===== config.mk =====
export PLATFORM = sky130hd
export DESIGN_NAME = hack_assembly_line_encoder_top_flat
export DESIGN_NICKNAME = d
export VERILOG_FILES = /design/src/hale_pkg.sv /design/src/hale_if.sv /design/src/hale_parser.sv /design/src/hale_out_buf.sv /design/src/hack_assembly_line_encoder_top.sv /design/src/flat_wrapper.sv
export SDC_FILE = /design/constraint.sdc
export NUM_CORES = 1
export LEC_CHECK = 0
export ABC_CLOCK_PERIOD_IN_PS = 16000
export BUFFER_PORTS_ARGS = -buffer_cell sky130_fd_sc_hd__buf_2
export CAP_MARGIN = 20
export CORE_UTILIZATION = 55
export CTS_CLUSTER_DIAMETER = 120
export DETAILED_ROUTE_END_ITERATION = 7
export PLACE_DENSITY = 0.84
export RECOVER_POWER = 100
export SETUP_SLACK_MARGIN = 0.15
export SYNTH_ARGS = -nofsm -noshare
export SYNTH_HDL_FRONTEND = slang
export SYNTH_SLANG_ARGS = --single-unit

===== constraint.sdc =====
create_clock -name i_clk -period 16 [get_ports i_clk]
set_input_delay 0.8 -clock i_clk [delete_from_list [all_inputs] [get_ports i_clk]]
set_output_delay 0.8 -clock i_clk [all_outputs]
set_load 0.01 [all_outputs]

===== src/hale_pkg.sv =====
// ----------------------------------------------------------------------------
// hale_pkg
// shared types and character codes for the line encoder
// ----------------------------------------------------------------------------
`default_nettype none

package hale_pkg;

    // one result item
    typedef struct packed {
        logic [15:0] machine_word;
        logic        parse_error;
        logic [15:0] instruction_number;
    } t_result;

    // parser modes, one-hot
    typedef enum logic [10:0] {
        MODE_IDLE      = 11'b000_0000_0001,
        MODE_COMMENT   = 11'b000_0000_0010,
        MODE_LABEL     = 11'b000_0000_0100,
        MODE_AT_START  = 11'b000_0000_1000,
        MODE_AT_DIGITS = 11'b000_0001_0000,
        MODE_SYMBOL    = 11'b000_0010_0000,
        MODE_C_FIRST   = 11'b000_0100_0000,
        MODE_C_COMP    = 11'b000_1000_0000,
        MODE_JUMP0     = 11'b001_0000_0000,
        MODE_JUMP1     = 11'b010_0000_0000,
        MODE_JUMP2     = 11'b100_0000_0000
    } t_mode;

    // decoded comp field
    typedef struct packed {
        logic       ok;
        logic [6:0] bits;
    } t_comp;

    // character codes
    localparam logic [7:0] CH_NUL   = 8'h00;
    localparam logic [7:0] CH_LF    = 8'h0A;
    localparam logic [7:0] CH_CR    = 8'h0D;
    localparam logic [7:0] CH_SPACE = 8'h20;
    localparam logic [7:0] CH_BANG  = 8'h21;
    localparam logic [7:0] CH_AMP   = 8'h26;
    localparam logic [7:0] CH_LPAR  = 8'h28;
    localparam logic [7:0] CH_PLUS  = 8'h2B;
    localparam logic [7:0] CH_MINUS = 8'h2D;
    localparam logic [7:0] CH_SLASH = 8'h2F;
    localparam logic [7:0] CH_0     = 8'h30;
    localparam logic [7:0] CH_1     = 8'h31;
    localparam logic [7:0] CH_9     = 8'h39;
    localparam logic [7:0] CH_SEMI  = 8'h3B;
    localparam logic [7:0] CH_EQ    = 8'h3D;
    localparam logic [7:0] CH_AT    = 8'h40;
    localparam logic [7:0] CH_A     = 8'h41;
    localparam logic [7:0] CH_D     = 8'h44;
    localparam logic [7:0] CH_E     = 8'h45;
    localparam logic [7:0] CH_G     = 8'h47;
    localparam logic [7:0] CH_J     = 8'h4A;
    localparam logic [7:0] CH_L     = 8'h4C;
    localparam logic [7:0] CH_M     = 8'h4D;
    localparam logic [7:0] CH_N     = 8'h4E;
    localparam logic [7:0] CH_P     = 8'h50;
    localparam logic [7:0] CH_Q     = 8'h51;
    localparam logic [7:0] CH_T     = 8'h54;
    localparam logic [7:0] CH_BAR   = 8'h7C;

    // dest bits
    localparam logic [2:0] DEST_A = 3'b100;
    localparam logic [2:0] DEST_D = 3'b010;
    localparam logic [2:0] DEST_M = 3'b001;

    // jump codes
    localparam logic [2:0] JMP_NULL = 3'b000;
    localparam logic [2:0] JMP_JGT  = 3'b001;
    localparam logic [2:0] JMP_JEQ  = 3'b010;
    localparam logic [2:0] JMP_JGE  = 3'b011;
    localparam logic [2:0] JMP_JLT  = 3'b100;
    localparam logic [2:0] JMP_JNE  = 3'b101;
    localparam logic [2:0] JMP_JLE  = 3'b110;
    localparam logic [2:0] JMP_JMP  = 3'b111;

    // top three bits of every c instruction
    localparam logic [2:0] C_PREFIX = 3'b111;

    localparam logic [15:0] COUNT_MAX = 16'hFFFF;

endpackage

`default_nettype wire


===== src/hale_if.sv =====
// ----------------------------------------------------------------------------
// hale_if
// valid/ready channels for text bytes and encoded words
// ----------------------------------------------------------------------------
`default_nettype none

interface hale_byte_if;
    logic       valid;
    logic       ready;
    logic [7:0] text_byte;

    modport source (output valid, output text_byte, input ready);
    modport sink   (input valid, input text_byte, output ready);
endinterface

interface hale_word_if;
    logic        valid;
    logic        ready;
    logic [15:0] machine_word;
    logic        parse_error;
    logic [15:0] instruction_number;

    modport source (output valid, output machine_word, output parse_error,
                    output instruction_number, input ready);
    modport sink   (input valid, input machine_word, input parse_error,
                    input instruction_number, output ready);
endinterface

`default_nettype wire


===== src/hale_parser.sv =====
// ----------------------------------------------------------------------------
// hale_parser
// per-byte parse state and instruction encode, one byte per cycle while i_step is high
// ----------------------------------------------------------------------------
`default_nettype none

module hale_parser import hale_pkg::*; (
    input  wire logic       i_clk,
    input  wire logic       i_rst_n,
    input  wire logic       i_step,
    input  wire logic [7:0] i_byte,
    output logic            o_res_valid,
    output t_result         o_res
);

    t_mode       r_mode, n_mode;
    logic [15:0] r_addr, n_addr;
    logic [2:0]  r_dest_seen, n_dest_seen;
    logic [2:0]  r_dest_final, n_dest_final;
    logic [7:0]  r_comp [3];
    logic [7:0]  n_comp [3];
    logic [1:0]  r_comp_cnt, n_comp_cnt;
    logic [7:0]  r_jump [2];
    logic [7:0]  n_jump [2];
    logic [15:0] r_count, n_count;
    logic        r_halted, n_halted;

    function automatic logic [2:0] dest_of(input logic [7:0] c);
        logic [2:0] d;
        d = 3'b000;
        if (c == CH_D) begin
            d = DEST_D;
        end else if (c == CH_M) begin
            d = DEST_M;
        end else if (c == CH_A) begin
            d = DEST_A;
        end
        return d;
    endfunction

    function automatic t_comp pick(input logic hit, input logic [6:0] v);
        t_comp r;
        r.ok   = hit;
        r.bits = hit ? v : 7'd0;
        return r;
    endfunction

    function automatic t_comp decode_comp(input logic [7:0] c0, input logic [7:0] c1,
                                          input logic [7:0] c2);
        t_comp r;
        r = '0;
        case (c0)
            CH_0: r = pick(1'b1, 7'b0101010);
            CH_1: r = pick(1'b1, 7'b0111111);
            CH_BANG: begin
                if (c1 == CH_M)      r = pick(1'b1, 7'h71);
                else if (c1 == CH_A) r = pick(1'b1, 7'h31);
                else if (c1 == CH_D) r = pick(1'b1, 7'h0D);
            end
            CH_MINUS: begin
                if (c1 == CH_M)      r = pick(1'b1, 7'h73);
                else if (c1 == CH_A) r = pick(1'b1, 7'h33);
                else if (c1 == CH_D) r = pick(1'b1, 7'h0F);
                else if (c1 == CH_1) r = pick(1'b1, 7'h3A);
            end
            CH_M: begin
                if (c1 == CH_PLUS) begin
                    if (c2 == CH_D)      r = pick(1'b1, 7'h42);
                    else if (c2 == CH_1) r = pick(1'b1, 7'h77);
                end else if (c1 == CH_MINUS) begin
                    if (c2 == CH_D)      r = pick(1'b1, 7'h47);
                    else if (c2 == CH_1) r = pick(1'b1, 7'h72);
                end else if (c1 == CH_AMP) begin
                    r = pick(1'b1, 7'h40);
                end else if (c1 == CH_BAR) begin
                    r = pick(1'b1, 7'h55);
                end else begin
                    r = pick(1'b1, 7'h70);
                end
            end
            CH_D: begin
                if (c1 == CH_PLUS) begin
                    if (c2 == CH_M)      r = pick(1'b1, 7'h42);
                    else if (c2 == CH_A) r = pick(1'b1, 7'h02);
                    else if (c2 == CH_1) r = pick(1'b1, 7'h1F);
                end else if (c1 == CH_MINUS) begin
                    if (c2 == CH_M)      r = pick(1'b1, 7'h53);
                    else if (c2 == CH_A) r = pick(1'b1, 7'h13);
                    else if (c2 == CH_1) r = pick(1'b1, 7'h0E);
                end else if (c1 == CH_AMP) begin
                    if (c2 == CH_M)      r = pick(1'b1, 7'h40);
                    else if (c2 == CH_A) r = pick(1'b1, 7'h00);
                end else if (c1 == CH_BAR) begin
                    if (c2 == CH_M)      r = pick(1'b1, 7'h55);
                    else if (c2 == CH_A) r = pick(1'b1, 7'h15);
                end else begin
                    r = pick(1'b1, 7'h0C);
                end
            end
            CH_A: begin
                if (c1 == CH_PLUS) begin
                    if (c2 == CH_D)      r = pick(1'b1, 7'h02);
                    else if (c2 == CH_1) r = pick(1'b1, 7'h37);
                end else if (c1 == CH_MINUS) begin
                    if (c2 == CH_D)      r = pick(1'b1, 7'h07);
                    else if (c2 == CH_1) r = pick(1'b1, 7'h32);
                end else if (c1 == CH_AMP) begin
                    r = pick(1'b1, 7'h00);
                end else if (c1 == CH_BAR) begin
                    r = pick(1'b1, 7'h15);
                end else begin
                    r = pick(1'b1, 7'h30);
                end
            end
            default: r = '0;
        endcase
        return r;
    endfunction

    function automatic logic [2:0] decode_jump(input logic [7:0] a, input logic [7:0] b,
                                               input logic [7:0] c);
        logic [2:0] j;
        j = JMP_NULL;
        if (a == CH_J) begin
            if (b == CH_G && c == CH_T)      j = JMP_JGT;
            else if (b == CH_E && c == CH_Q) j = JMP_JEQ;
            else if (b == CH_G && c == CH_E) j = JMP_JGE;
            else if (b == CH_L && c == CH_T) j = JMP_JLT;
            else if (b == CH_N && c == CH_E) j = JMP_JNE;
            else if (b == CH_L && c == CH_E) j = JMP_JLE;
            else if (b == CH_M && c == CH_P) j = JMP_JMP;
        end
        return j;
    endfunction

    logic        is_nul, is_space, is_eol, is_digit;
    logic [3:0]  digit;
    t_comp       comp;
    logic        do_start, do_rearm;
    logic [2:0]  jump_code;

    assign is_nul   = (i_byte == CH_NUL);
    assign is_space = !is_nul && (i_byte <= CH_SPACE);
    assign is_eol   = (i_byte == CH_CR) || (i_byte == CH_LF);
    assign is_digit = (i_byte >= CH_0) && (i_byte <= CH_9);
    assign digit    = 4'(i_byte - CH_0);
    assign comp     = decode_comp(r_comp[0], r_comp[1], r_comp[2]);

    always_comb begin
        n_mode       = r_mode;
        n_addr       = r_addr;
        n_dest_seen  = r_dest_seen;
        n_dest_final = r_dest_final;
        n_comp       = r_comp;
        n_comp_cnt   = r_comp_cnt;
        n_jump       = r_jump;
        n_count      = r_count;
        n_halted     = r_halted;
        do_start     = 1'b0;
        do_rearm     = 1'b0;
        jump_code    = JMP_NULL;
        o_res_valid  = 1'b0;
        o_res        = '0;
        o_res.instruction_number = r_count;

        if (r_halted) begin
            do_rearm = is_nul;
        end else begin
            case (r_mode)
                MODE_COMMENT, MODE_LABEL: begin
                    if (is_nul) begin
                        do_rearm = 1'b1;
                    end else if (is_eol) begin
                        n_mode = MODE_IDLE;
                    end
                end
                MODE_SYMBOL: begin
                    if (is_nul) begin
                        do_rearm = 1'b1;
                    end else if (is_space) begin
                        n_mode = MODE_IDLE;
                    end
                end
                MODE_AT_START: begin
                    if (is_digit) begin
                        n_addr = 16'(digit);
                        n_mode = MODE_AT_DIGITS;
                    end else begin
                        // symbol reference encodes as address zero
                        o_res_valid = 1'b1;
                        if (is_nul) begin
                            do_rearm = 1'b1;
                        end else if (is_space) begin
                            n_mode = MODE_IDLE;
                        end else begin
                            n_mode = MODE_SYMBOL;
                        end
                    end
                end
                MODE_AT_DIGITS: begin
                    if (is_digit) begin
                        n_addr = {r_addr[12:0], 3'b000} + {r_addr[14:0], 1'b0}
                               + 16'(digit);
                    end else begin
                        o_res_valid       = 1'b1;
                        o_res.machine_word = r_addr;
                        n_mode            = MODE_IDLE;
                        do_start          = 1'b1;
                    end
                end
                MODE_C_FIRST, MODE_C_COMP: begin
                    if (is_nul || is_eol || i_byte == CH_SEMI) begin
                        if (!comp.ok) begin
                            o_res_valid       = 1'b1;
                            o_res.parse_error = 1'b1;
                            n_mode            = MODE_IDLE;
                        end else if (i_byte == CH_SEMI) begin
                            n_mode = MODE_JUMP0;
                        end else begin
                            o_res_valid        = 1'b1;
                            o_res.machine_word = {C_PREFIX, comp.bits, r_dest_final,
                                                  JMP_NULL};
                            n_mode             = MODE_IDLE;
                        end
                        do_rearm = is_nul;
                    end else if (r_mode == MODE_C_FIRST && i_byte == CH_SLASH
                                 && r_comp_cnt == 2'd1 && r_comp[0] == CH_SLASH) begin
                        n_mode = MODE_COMMENT;
                    end else if (r_mode == MODE_C_FIRST && i_byte == CH_EQ) begin
                        n_dest_final = r_dest_seen;
                        n_comp[0]    = CH_NUL;
                        n_comp[1]    = CH_NUL;
                        n_comp[2]    = CH_NUL;
                        n_comp_cnt   = 2'd0;
                        n_mode       = MODE_C_COMP;
                    end else begin
                        if (r_mode == MODE_C_FIRST) begin
                            n_dest_seen = r_dest_seen | dest_of(i_byte);
                        end
                        if (r_comp_cnt != 2'd3) begin
                            n_comp[r_comp_cnt] = i_byte;
                            n_comp_cnt         = r_comp_cnt + 2'd1;
                        end
                    end
                end
                MODE_JUMP0, MODE_JUMP1, MODE_JUMP2: begin
                    if (is_nul || r_mode == MODE_JUMP2) begin
                        // comp already checked at the semicolon
                        if (!is_nul) begin
                            jump_code = decode_jump(r_jump[0], r_jump[1], i_byte);
                        end
                        o_res_valid        = 1'b1;
                        o_res.machine_word = {C_PREFIX, comp.bits, r_dest_final,
                                              jump_code};
                        n_mode             = MODE_IDLE;
                        do_rearm           = is_nul;
                    end else if (r_mode == MODE_JUMP0) begin
                        n_jump[0] = i_byte;
                        n_mode    = MODE_JUMP1;
                    end else begin
                        n_jump[1] = i_byte;
                        n_mode    = MODE_JUMP2;
                    end
                end
                default: begin
                    do_start = 1'b1;
                end
            endcase
        end

        if (o_res_valid) begin
            if (o_res.parse_error) begin
                n_halted = 1'b1;
            end else if (r_count != COUNT_MAX) begin
                n_count = r_count + 16'd1;
            end
        end

        // start of a new command
        if (do_start) begin
            if (is_nul) begin
                do_rearm = 1'b1;
            end else if (is_space) begin
                n_mode = MODE_IDLE;
            end else if (i_byte == CH_AT) begin
                n_addr = 16'd0;
                n_mode = MODE_AT_START;
            end else if (i_byte == CH_LPAR) begin
                n_mode = MODE_LABEL;
            end else begin
                n_dest_seen  = dest_of(i_byte);
                n_dest_final = 3'b000;
                n_comp[0]    = i_byte;
                n_comp[1]    = CH_NUL;
                n_comp[2]    = CH_NUL;
                n_comp_cnt   = 2'd1;
                n_mode       = MODE_C_FIRST;
            end
        end

        if (do_rearm) begin
            n_mode       = MODE_IDLE;
            n_addr       = 16'd0;
            n_dest_seen  = 3'b000;
            n_dest_final = 3'b000;
            n_comp[0]    = CH_NUL;
            n_comp[1]    = CH_NUL;
            n_comp[2]    = CH_NUL;
            n_comp_cnt   = 2'd0;
            n_jump[0]    = CH_NUL;
            n_jump[1]    = CH_NUL;
            n_count      = 16'd1;
            n_halted     = 1'b0;
        end

        if (!i_step) begin
            o_res_valid = 1'b0;
        end
    end

    always_ff @(posedge i_clk) begin
        if (!i_rst_n) begin
            r_mode       <= MODE_IDLE;
            r_addr       <= 16'd0;
            r_dest_seen  <= 3'b000;
            r_dest_final <= 3'b000;
            r_comp[0]    <= CH_NUL;
            r_comp[1]    <= CH_NUL;
            r_comp[2]    <= CH_NUL;
            r_comp_cnt   <= 2'd0;
            r_jump[0]    <= CH_NUL;
            r_jump[1]    <= CH_NUL;
            r_count      <= 16'd1;
            r_halted     <= 1'b0;
        end else if (i_step) begin
            r_mode       <= n_mode;
            r_addr       <= n_addr;
            r_dest_seen  <= n_dest_seen;
            r_dest_final <= n_dest_final;
            r_comp       <= n_comp;
            r_comp_cnt   <= n_comp_cnt;
            r_jump       <= n_jump;
            r_count      <= n_count;
            r_halted     <= n_halted;
        end
    end

    // no result while halted on an error
    a_halted_silent: assert property (@(posedge i_clk) disable iff (!i_rst_n)
        r_halted |-> !o_res_valid)
        else $error("result produced while halted");

    // an error not at end of text halts the parser
    a_error_halts: assert property (@(posedge i_clk) disable iff (!i_rst_n)
        (o_res_valid && o_res.parse_error && !is_nul) |=> r_halted)
        else $error("error did not halt parser");

    // error results carry a zero word
    a_error_word: assert property (@(posedge i_clk) disable iff (!i_rst_n)
        (o_res_valid && o_res.parse_error) |-> (o_res.machine_word == 16'd0))
        else $error("error result with nonzero word");

endmodule

`default_nettype wire


===== src/hale_out_buf.sv =====
// ----------------------------------------------------------------------------
// hale_out_buf
// two-entry result buffer: output register plus skid slot
// ----------------------------------------------------------------------------
`default_nettype none

module hale_out_buf import hale_pkg::*; (
    input  wire logic    i_clk,
    input  wire logic    i_rst_n,
    input  wire logic    i_push,
    input  wire t_result i_data,
    output logic         o_full,
    hale_word_if.source  o_word
);

    t_result r_head, n_head;
    t_result r_tail, n_tail;
    logic    r_head_v, n_head_v;
    logic    r_tail_v, n_tail_v;
    logic    pop;

    assign pop    = r_head_v && o_word.ready;
    assign o_full = r_tail_v;

    always_comb begin
        n_head   = r_head;
        n_tail   = r_tail;
        n_head_v = r_head_v;
        n_tail_v = r_tail_v;
        if (pop) begin
            if (r_tail_v) begin
                n_head   = r_tail;
                n_tail   = i_data;
                n_tail_v = i_push;
            end else begin
                n_head   = i_data;
                n_head_v = i_push;
            end
        end else if (i_push) begin
            if (r_head_v) begin
                n_tail   = i_data;
                n_tail_v = 1'b1;
            end else begin
                n_head   = i_data;
                n_head_v = 1'b1;
            end
        end
    end

    always_ff @(posedge i_clk) begin
        if (!i_rst_n) begin
            r_head_v <= 1'b0;
            r_tail_v <= 1'b0;
        end else begin
            r_head_v <= n_head_v;
            r_tail_v <= n_tail_v;
        end
        r_head <= n_head;
        r_tail <= n_tail;
    end

    assign o_word.valid              = r_head_v;
    assign o_word.machine_word       = r_head.machine_word;
    assign o_word.parse_error        = r_head.parse_error;
    assign o_word.instruction_number = r_head.instruction_number;

    // skid slot only fills behind a full output register
    a_order: assert property (@(posedge i_clk) disable iff (!i_rst_n)
        r_tail_v |-> r_head_v)
        else $error("skid slot valid with empty head");

endmodule

`default_nettype wire


===== src/hack_assembly_line_encoder_top.sv =====
// ----------------------------------------------------------------------------
// hack_assembly_line_encoder_top
// streaming assembler for hack assembly text, bytes in, words out
// ----------------------------------------------------------------------------
// Takes assembly source one byte per item on i_text and returns one 16-bit
// machine word per A or C instruction on o_word, together with a parse_error
// flag and the one-based instruction number (saturating at 65535). Whitespace,
// // comments and (label) lines are skipped; @digits encodes a decimal address
// modulo 65536 and @symbol encodes 0. A comp field that does not decode gives
// an error item with word 0, after which all bytes are dropped until byte 0.
// Byte 0 ends the text: it flushes any pending instruction and resets all
// parse state, so numbering restarts at 1. Throughput is one byte per clock
// while the output buffer is not full: the byte is captured in an input
// register, the parser updates its state and forms the result from that
// register, and the result lands in a two-entry output buffer. The input
// side stalls only while both buffer entries are occupied.
// ----------------------------------------------------------------------------
`default_nettype none

module hack_assembly_line_encoder_top import hale_pkg::*; (
    input  wire logic   i_clk,
    input  wire logic   i_rst_n,
    hale_byte_if.sink   i_text,
    hale_word_if.source o_word
);

    // input register
    logic       r_in_valid;
    logic [7:0] r_in_byte;

    logic       buf_full;
    logic       step;
    logic       res_valid;
    t_result    res;

    // parser consumes the held byte whenever the buffer has a free slot
    assign step         = r_in_valid && !buf_full;
    assign i_text.ready = !r_in_valid || step;

    always_ff @(posedge i_clk) begin
        if (!i_rst_n) begin
            r_in_valid <= 1'b0;
        end else begin
            r_in_valid <= (i_text.valid && i_text.ready) || (r_in_valid && !step);
        end
        if (i_text.valid && i_text.ready) begin
            r_in_byte <= i_text.text_byte;
        end
    end

    // parse state and encode
    hale_parser u_parser (
        .i_clk       (i_clk),
        .i_rst_n     (i_rst_n),
        .i_step      (step),
        .i_byte      (r_in_byte),
        .o_res_valid (res_valid),
        .o_res       (res)
    );

    // result register with skid slot
    hale_out_buf u_out_buf (
        .i_clk   (i_clk),
        .i_rst_n (i_rst_n),
        .i_push  (res_valid),
        .i_data  (res),
        .o_full  (buf_full),
        .o_word  (o_word)
    );

    // never push a result into a full buffer
    a_no_overflow: assert property (@(posedge i_clk) disable iff (!i_rst_n)
        !(res_valid && buf_full))
        else $error("result pushed into full buffer");

endmodule

`default_nettype wire


===== src/flat_wrapper.sv =====
// flat-port wrapper written by rule: the top's interface ports become plain ports
module hack_assembly_line_encoder_top_flat import hale_pkg::*;
  (i_clk, i_rst_n, i_text_valid, i_text_text_byte, i_text_ready, o_word_valid, o_word_machine_word, o_word_parse_error, o_word_instruction_number, o_word_ready);
  hale_byte_if i_text_i ();
  hale_word_if o_word_i ();
  input  wire logic i_clk;
  input  wire logic i_rst_n;
  input wire logic [$bits(i_text_i.valid)-1:0] i_text_valid;
  input wire logic [$bits(i_text_i.text_byte)-1:0] i_text_text_byte;
  output wire logic [$bits(i_text_i.ready)-1:0] i_text_ready;
  output wire logic [$bits(o_word_i.valid)-1:0] o_word_valid;
  output wire logic [$bits(o_word_i.machine_word)-1:0] o_word_machine_word;
  output wire logic [$bits(o_word_i.parse_error)-1:0] o_word_parse_error;
  output wire logic [$bits(o_word_i.instruction_number)-1:0] o_word_instruction_number;
  input wire logic [$bits(o_word_i.ready)-1:0] o_word_ready;
  assign i_text_i.valid = i_text_valid;
  assign i_text_i.text_byte = i_text_text_byte;
  assign i_text_ready = i_text_i.ready;
  assign o_word_valid = o_word_i.valid;
  assign o_word_machine_word = o_word_i.machine_word;
  assign o_word_parse_error = o_word_i.parse_error;
  assign o_word_instruction_number = o_word_i.instruction_number;
  assign o_word_i.ready = o_word_ready;
  hack_assembly_line_encoder_top u_core (.i_clk(i_clk), .i_rst_n(i_rst_n), .i_text(i_text_i), .o_word(o_word_i));
endmodule

### After elaboration in Yosys (flattened, before gate mapping)

Cells that the tools add are included.

| cells by class | value |
|---|---|
| bitwise gates (word level) | 2 |
| add/sub/neg operators | 5 |
| eq/ne operators | 60 |
| mux-type cells | 193 |
| order comparisons | 5 |
| reductions and logical operators | 50 |

Operator list:

| kind | number |
|---|---|
| 16-bit two-way mux | 20 |
| 24-bit two-way mux | 12 |
| 8-bit two-way mux | 36 |
| 33-bit two-way mux | 8 |
| 8-bit by 7-bit == test with 1-bit output (second input constant) | 24 |
| 11-bit two-way mux | 16 |
| 3-bit two-way mux | 41 |
| 8-bit by 6-bit == test with 1-bit output (second input constant) | 14 |
| 11-bit one-hot mux with 6 select lines | 1 |
| 8-bit one-hot mux with 7 select lines | 1 |
| 16-bit one-hot mux with 3 select lines | 1 |
| 17-bit two-way mux | 2 |
| 16-bit one-hot mux with 2 select lines | 1 |
| 6-bit two-way mux | 5 |
| 1-bit two-way mux | 27 |
| 24-bit bitwise mux | 1 |
| 2-bit two-way mux | 12 |
| 7-bit two-way mux | 3 |
| 1-bit logical AND | 18 |
| 9-bit two-way mux | 2 |
| 16-bit by 1-bit adder with 16-bit output (second input constant) | 1 |
| 16-bit adder | 1 |
| 16-bit by 4-bit adder with 16-bit output | 1 |
| 8-bit demux with 2-bit select | 1 |
| other kinds (37) | 66 |

| word-level totals | value |
|---|---|
| word-level logic and storage cells | 337 |
| input port bits | 12 |
| output and inout port bits | 35 |
| bits in registers | 169 |

### Depth between registers and ports, before layout

Gate-level depths: netlist of the first run.

| logic depth | value |
|---|---|
| word-level depth | 23 |
| mapped depth | 12 |
| gate-level depth less buffers | 11 |

### By module

From an unflattened synthesis of the first run, not the netlist that was laid out.

| second synthesis, totals | value |
|---|---|
| cell total of the unflattened synthesis | 1028 |
| area, all modules | 9725.6 µm² |

By module, submodules not included:

| module | cells each | sequential area each (µm²) | area each (µm²) | times used |
|---|---|---|---|---|
| hale_parser | 897 | 1841.8 | 6814.0 | 1 |
| hale_out_buf | 117 | 2021.9 | 2621.3 | 1 |
| hack_assembly_line_encoder_top | 14 | 260.2 | 290.3 | 1 |

### Least setup slack after synthesis of the first run

OpenSTA, ideal clock, no wires.

| timing | value |
|---|---|
| kind | register -> register |
| start | reg u_core.r_in_byte[1] |
| end | reg u_core.u_out_buf.r_head, in the netlist u_core.u_out_buf.o_word.instruction_number[0], enable pin |
| path buffers | 3 |
| cell stages (with the launch flop) | 11 |
| period minus slack after synthesis | 5048 ps |
| arrival | 4579 ps |
| library setup time | 469 ps |
| slack | 10952 ps |
| required time | 15531 ps |
| cell sequence | edfxtp_1 > clkbuf_1 > nor4_2 > nand2_1 > nor3_1 > or2_2 > nor2_1 > a21o_1 > buf_6 > clkbuf_1 > o21ai_0 |

| on the way | value |
|---|---|
| word-level cells in the longest chain between the ends | 10 |
| elaborated cells on any way between the ends | 21 |
| classes of those cells | order compare (2); eq/ne (3); mux (8); reduce/logical (8) |

Ends and longest elaborated chain:

| item | RTL line | RTL |
|---|---|---|
| from (decl) | hack_assembly_line_encoder_top.sv:29 | `logic [7:0] r_in_byte;` |
| from (signal assigned) | hack_assembly_line_encoder_top.sv:47 | `r_in_byte <= i_text.text_byte;` |
| parallel branches: the longest is 5 deep, another holds 8-bit by 6-bit >= comparator with 1-bit output | - |  |
| 1-bit one-hot mux with 3 select lines (*) | hale_parser.sv:169 | `case (r_mode)` |
| 1-bit two-way mux (*) | hale_parser.sv:166 | `if (r_halted) begin` |
| 1-bit two-way mux (*) | hale_parser.sv:316 | `if (!i_step) begin` |
| 2-bit nonzero test (no source line) (*) | - |  |
| 2-bit AND reduction (no source line) (*) | - |  |
| to (signal assigned) | hale_out_buf.sv:58 | `r_head <= n_head;` |
| to (decl) | hale_out_buf.sv:16 | `t_result r_head, n_head;` |

Every way passes the cells marked *.
A chain may end at the register's enable or synchronous reset.

### Final worst setup path of the first run

| timing | value |
|---|---|
| start | reg u_core.r_in_byte[1] |
| end | reg u_core.u_out_buf.r_tail[22] (netlist bit), enable pin |

| on the way | value |
|---|---|
| word-level cells in the longest chain between the ends | 10 |
| elaborated cells on any way between the ends | 21 |
| classes of those cells | order compare (2); eq/ne (3); mux (8); reduce/logical (8) |

Ends and longest elaborated chain:

| item | RTL line | RTL |
|---|---|---|
| parallel branches: the longest is 5 deep, another holds 8-bit by 6-bit >= comparator with 1-bit output | - |  |
| 1-bit one-hot mux with 3 select lines (*) | hale_parser.sv:169 |  |
| 1-bit two-way mux (*) | hale_parser.sv:166 |  |
| 1-bit two-way mux (*) | hale_parser.sv:316 |  |
| 2-bit nonzero test (no source line) (*) | - |  |
| 3-bit AND reduction (no source line) (*) | - |  |
| to (signal assigned) | hale_out_buf.sv:59 | `r_tail <= n_tail;` |
| to (decl) | hale_out_buf.sv:17 | `t_result r_tail, n_tail;` |

Marks and branches as above.

==> impl_metrics.yaml, run 1 <==
status:
  outcome: "finished, violations left"
  violations: "max-capacitance violations, max-slew violations"
timing:
  max_slew.worst_pin.slew_ns: 2.352
  finalSetupTns_ns: 0
  max-slew-margin-rel_pct: -56.80
  skew_ns: 0.009811
  fin_crit_ns: 5.388
  final_max_slew_viol_count: 137
  setup_viol_count_final: 0
  hold_viol: 0
  post-route-period-util_pct: 33.68
  fmax_mhz: 185.6
  rsz0062_at_grt: "false"
logic_synthesis:
  avgSynthCellArea_um2: 9.389
  syn_inst: 1014
  synthFlopType: "dfxtp_1"
  synth_nets: 1055
  async_flop_share_pct: 0
  syn_area_um2: 9520
  synth_seq_cells: 169
  yosysSeqAreaShare_pct: 43.32
  ys_types: 84
  synth-edff-count: 74
  yosysWarnings: 0
critical_path:
  end_kind: "flop"
  cp.required_ns: 16.06
  cp_cell_sequence: "nor4_1 > nand2_1 > nor3_1 > or2_2 > nor2_1 > a21o_1 > o21a_1 > nor2_1 > clkbuf_1"
  critical_path_class: "flop to flop"
  crit_arrival_ns: 5.45
  r2r_slack_ns: 10.61
  crit_top_cell: "nor2_1"
  cp_max_fo: 28
  crit_family: "simple AND/OR/NAND/NOR gates"
  cp.buffers_inverters: 1
  cpMaxStageDelayCell: "nor2_1"
  critPathLaunchType: "flop"
  critical-path-max-stage-delay_ns: 0.88
drt:
  drt_wl_total_um: 23980
  drt_iter0_drc: 1088
  met2_length_um: 11110
  drtPass1Iterations: 7
  wl_per_cell_um: 19.05
  drc: 0
  vias_per_cell: 6.441
  routed.top_layer: "met4"
  vias: 8109
  wl_met1_um: 10330
  ant_nets: 0
  wl_met3_um: 1817
power:
  leakage_nw: 3.537
  cellPowerDensity_nw_per_um2: 87.94
  peakVddDrop_uv: 98.65
clock_tree:
  cts_tree: "yes"
  post_cts_resized: 0
  cts.hold.buffers_added: 0
  htreeDepth: 4
  clock_sinks: 169
  cts_buffer_depth: 2
  cts_made_buffers: 17
  cts_setup_buffers: 0
  cts-root-buf: "clkbuf_16"
  clk_latency_ns: 0.44
  clk_pin_slew_worst_paths_ns: 0.07
floorplanning:
  die_width_um: 133.6
  start_util_pct: 56.80
  die_area_um2: 17840
  die_h_um: 133.6
  core_area_um2: 16760
  std_cell_rows: 47
  ioPinCount: 47
final_layout:
  antenna_cells: 0
  final_net_count: 1067
  syn2layout_area_growth_pct: 8.687
  drive_above_1_share_pct: 7.988
  fin_cells: 1259
  nFillCells: 1369
grt:
  grt_max_degree: 61
  grt_use_total_pct: 27.20
  first_global_vias: 7316
  grt-ovfl-total: 0
  antenna_found_initial: 0
  grt_pass1_wl_um: 38000
min_path:
  hold_class: "flop to flop"
placement:
  place_congestion: 0.9934
  dpl.hpwl_um: 16790
  dp.cells: 1227
  port_buffers: 46
job:
  maxCapViolations: 3
placed cells by master, fill, tap and decap left out, types with 5 or more instances in the layout:
master / instances
nor3_1: 34
nor3b_1: 5
clkbuf_1: 41
nand3_1: 53
or3_1: 7
inv_1: 12
nand4b_1: 5
nand2b_1: 20
clkbuf_16: 18
nor2_1: 74
nor2b_1: 34
xnor2_1: 16
o21a_1: 9
inv_8: 5
buf_2: 11
a22o_1: 24
mux2_2: 18
o21ai_0: 41
mux2i_1: 24
xor2_1: 6
nand4_1: 18
dfxtp_1: 95
a21oi_1: 50
or2_2: 5
nor4_1: 15
and2_1: 10
nand2_1: 94
and3_1: 13
and4_1: 5
nor4b_1: 7
a22oi_1: 28
edfxtp_1: 74
o31ai_1: 22
ha_1: 27
or4_1: 14
path summary, 6_finish.rpt:
path	startpoint	to	cells after the start
hold / removal	u_core.u_parser.r_dest_seen[1]	u_core.u_parser.r_dest_seen[1]	2
hold reg to reg	u_core.u_parser.r_dest_seen[1]	u_core.u_parser.r_dest_seen[1]	2
setup reg to reg	u_core.r_in_byte[1]	u_core.u_out_buf.r_tail[22]	9
setup / recovery	u_core.r_in_byte[1]	u_core.u_out_buf.r_tail[22]	9
where the power goes:
| group | internal (mW) | total (mW) | switching, mW |
|---|---|---|---|
| sequential | 0.450 | 0.459 | 0.00908 |
| clock | 0.231 | 0.418 | 0.187 |
| combinational | 0.0116 | 0.0332 | 0.0217 |
metrics by stage:
step / hold WS (ns) / utilization, % / area [µm²] / total power [mW] / setup slack (ns)
5_1_grt: 0.4940 / 61.74 / 10350 / 0.9324 / 10.21
3_5_place_dp: 0.4604 / 58.79 / 9853 / 0.5002 / 11.74
3_3_place_gp: 0.4428 / 58.75 / 9846 / 0.4994 / 11.91
4_1_cts: 0.4742 / 62.35 / 10450 / 0.9089 / 11.72
2_1_floorplan: 0.4342 / - / 9520 / 0.4887 / 10.95
6_report: 0.4735 / 61.74 / 10350 / 0.9100 / 10.61
state kept, by name (all words and copies together) (netlist names), 2 cells and up:
| name | cells |
|---|---|
| u_core.u_out_buf.o_word.instruction_number | 16 |
| u_core.u_parser.r_mode | 11 |
| u_core.u_out_buf.o_word.machine_word | 16 |
| u_core.r_in_byte | 8 |
| u_core.u_parser.r_comp | 24 |
| u_core.u_parser.r_dest_final | 3 |
| u_core.u_parser.r_addr | 16 |
| u_core.u_parser.r_dest_seen | 3 |
| u_core.u_out_buf.r_tail | 33 |
| u_core.u_parser.r_count | 16 |
| u_core.u_parser.r_jump | 16 |
| u_core.u_parser.r_comp_cnt | 2 |
cell usage after synthesis, types with 6 or more instances:
library cell / instances / area [µm²]
or4_1: 14 / 105.1
mux2_2: 20 / 225.2
nand4_1: 18 / 112.6
xnor2_1: 16 / 140.1
nand3_1: 53 / 265.3
nand2_1: 94 / 352.8
inv_1: 12 / 45.04
mux2i_1: 24 / 240.2
clkbuf_1: 48 / 180.2
a22oi_1: 28 / 210.2
or3_1: 7 / 43.79
o31ai_1: 22 / 165.2
dfxtp_1: 95 / 1902
and2_1: 11 / 68.82
o21ai_0: 40 / 200.2
nor2_1: 73 / 274.0
o21a_1: 9 / 67.56
a22o_1: 24 / 210.2
nor3_1: 34 / 170.2
ha_1: 27 / 337.8
nor2b_1: 34 / 212.7
edfxtp_1: 74 / 2222
buf_2: 8 / 40.04
and3_1: 13 / 81.33
nor4_1: 12 / 75.07
nor4b_1: 7 / 61.31
nand2b_1: 20 / 125.1
xor2_1: 6 / 52.55
a21oi_1: 48 / 240.2
cell type report:
type                    instances  area [µm²]  area share, %
clock buffers                  19       454.2          4.389
clock inverters                13       142.6          1.378
inverters                      12       45.04         0.4353
multi-input cells             771        5071          49.01
flip-flops and latches        169        4124          39.86
well taps                     220       275.3          2.660
repair buffers                 55       235.2          2.273
kinds of logic after synthesis:
logic type,synth area share (%)
simple gates,25.84
compound gates,16.78
flops,43.32
buf+inv,3.180
mux,4.889
fa+ha+maj,3.969
xor+xnor,2.024
worst register-to-register path: cells and delay by family, from the launching register on:
| kind | cells | cell delay (ns) |
|---|---|---|
| buffers and inverters | 1 | 0.86 |
| DFF | 1 | 0.65 |
| AOI/OAI and AO/OA | 2 | 0.75 |
| and+or+nand+nor | 6 | 2.74 |
layer usage:
layer,vias up,GRT usage (%)
met2,396,43.32
li1,3843,-
met3,65,5.670
met1,3805,35.77
met4,0,11.81
met5,-,0
(Power assumes the default switching activity.)
==> inputs of run 2 (changes only) <==
Settings changed: ABC_CLOCK_PERIOD_IN_PS 16000 to 5200.
Clock period 16 ns to 5.2 ns, I/O delays scaled along.
==> run 2 against run 1 <==
Against the previous run: the flow still finishes with violations (max-capacitance violations, max-slew violations); flip-flop and latch count is the same; non-clock buffer count grew 7; sequential share of layout area shrank 0.43 points; worst setup slack lost 9.7 ns; die area is the same; wire length grew 2.2%; total power grew to 3.1 times the previous value; first-iteration DRC count shrank 3.2%; critical path depth shrank 1; cell count grew 0.56%; combinational power grew to 3.2 times the previous value; via count grew 1.5%.
==> impl_metrics.yaml, run 2 (synthesis gave the netlist of run 1 again) <==
grt:
  first_global_vias: 7562
  grt_max_degree: 61
  grt-ovfl-total: 0
  grt_pass1_wl_um: 39450
  antenna_found_initial: 0
  grt_use_total_pct: 28.18
placement:
  place_congestion: 0.9826
  dpl.hpwl_um: 17160
  port_buffers: 46
timing:
  rsz0062_at_grt: "false"
  post-route-period-util_pct: 82.30
  skew_ns: 0.01197
  finalSetupTns_ns: 0
  final_max_slew_viol_count: 42
  setup_viol_count_final: 0
  max_slew.worst_pin.slew_ns: 1.898
  fin_crit_ns: 4.280
  max-slew-margin-rel_pct: -26.57
  hold_viol: 0
  fmax_mhz: 233.7
clock_tree:
  clock_sinks: 169
  cts_setup_buffers: 0
  cts_tree: "yes"
  cts.hold.buffers_added: 8
  cts-root-buf: "clkbuf_16"
  cts_buffer_depth: 2
  clk_pin_slew_worst_paths_ns: 0.07
  post_cts_resized: 0
  cts_made_buffers: 17
  clk_latency_ns: 0.45
  htreeDepth: 4
min_path:
  hold_class: "primary input to flop"
final_layout:
  final_core_util_pct: 62.42
  antenna_cells: 0
  top_register: "u_core.u_out_buf.r_tail"
  top_regs: "u_core.u_out_buf.r_tail x33, u_core.u_parser.r_comp x24"
  final_net_count: 1074
  most-common-layout-cells: "dfxtp_1, nand2_1, edfxtp_1"
  drive_above_1_share_pct: 8.413
  largest_reg_flops: 33
  layout_commonest_cell: "dfxtp_1"
  syn2layout_area_growth_pct: 9.883
critical_path:
  cp_max_fo: 33
  cp_cell_sequence: "nor4_1 > nand2_1 > nor3_1 > or2_2 > nor2_1 > a21o_1 > o21ai_2 > clkbuf_2"
  cpMaxStageDelayCell: "nor4_1"
  critPathLaunchType: "flop"
  critical-path-max-stage-delay_ns: 0.80
  end_kind: "flop"
  crit_arrival_ns: 4.35
  cp.required_ns: 5.27
  critical_path_class: "flop to flop"
floorplanning:
  start_util_pct: 56.80
  std_cell_rows: 47
  die_width_um: 133.6
  ioPinCount: 47
  die_h_um: 133.6
  core_area_um2: 16760
  die_area_um2: 17840
status:
  violations: "max-capacitance violations, max-slew violations"
  outcome: "finished, violations left"
power:
  peakVddDrop_uv: 288.3
  cellPowerDensity_nw_per_um2: 271.5
  leakage_nw: 3.574
drt:
  vias_per_cell: 6.499
  drt_wl_total_um: 24510
  drc: 0
  drtPass1Iterations: 5
  wl_per_cell_um: 19.36
  vias: 8228
  drt_iter0_drc: 1053
  ant_nets: 0
job:
  maxCapViolations: 1
run 2: cell types whose count changed in the layout (fill, tap and decap cells not counted), sizes merged:
| cell | change |
|---|---|
| buf | +1 |
| clkbuf | -3 |
| clkinv | +3 |
| clkinvlp | +2 |
| dlygate4sd3 | +8 |
| inv | -4 |
run 2: layout make-up:
class	count	area, µm²
Clock buffer	18	450.4
Clock inverter	14	177.7
Fill cell	1388	6299
Inverter	12	45.04
Multi-Input combinational cell	771	5072
Sequential cell	169	4124
Tap cell	220	275.3
Timing Repair Buffer	62	316.6
run 2: final timing paths:
check,from,end,slack [ns],cells past startpoint
hold reg to reg,u_core.u_parser.r_dest_seen[0],u_core.u_parser.r_dest_final[0],0.46,2
setup reg to reg,u_core.r_in_byte[0],u_core.u_out_buf.o_word.machine_word[7],0.92,8
setup / recovery,u_core.r_in_byte[0],u_core.u_out_buf.o_word.machine_word[7],0.92,8
hold / removal,i_text_valid,u_core.r_in_valid,0.05,3
run 2: critical path: cells and delay by family, from the launching register on:
family,cells,cell delay (ns)
AND/OR/NAND/NOR,5,1.87
AO/OA/AOI/OAI,2,0.72
flip-flops,1,0.65
buffers and inverters,1,0.63
run 2: through the flow:
step | setup WS (ns) | hold slack [ns] | power, mW | cell area, µm² | cells
after floorplan | 0.1524 | 0.3589 | 1.504 | 9520 | 1014
after global placement | 1.608 | 0.4389 | 1.536 | 9846 | 1226
after detailed placement | 1.399 | 0.4387 | 1.539 | 9846 | 1226
after CTS | 1.375 | 0.04518 | 2.846 | 10550 | 1266
after global routing | 0.5468 | 0.06740 | 2.910 | 10460 | 1266
final | 0.9204 | 0.05467 | 2.840 | 10460 | 1266
run 2: power breakdown:
group / internal, mW / switching, mW / total (mW)
sequential: 1.38 / 0.0283 / 1.41
combinational: 0.0383 / 0.0663 / 0.105
clock: 0.717 / 0.607 / 1.32
total: 2.14 / 0.702 / 2.84
run 2: routing by layer:
layer / vias to the layer above / wire (µm) / global-route usage, %
met5: - / 0 / 0
met4: 0 / 592 / 10.98
met3: 52 / 1720 / 5.708
met2: 378 / 11680 / 45.86
met1: 3928 / 10510 / 36.84
li1: 3870 / - / -
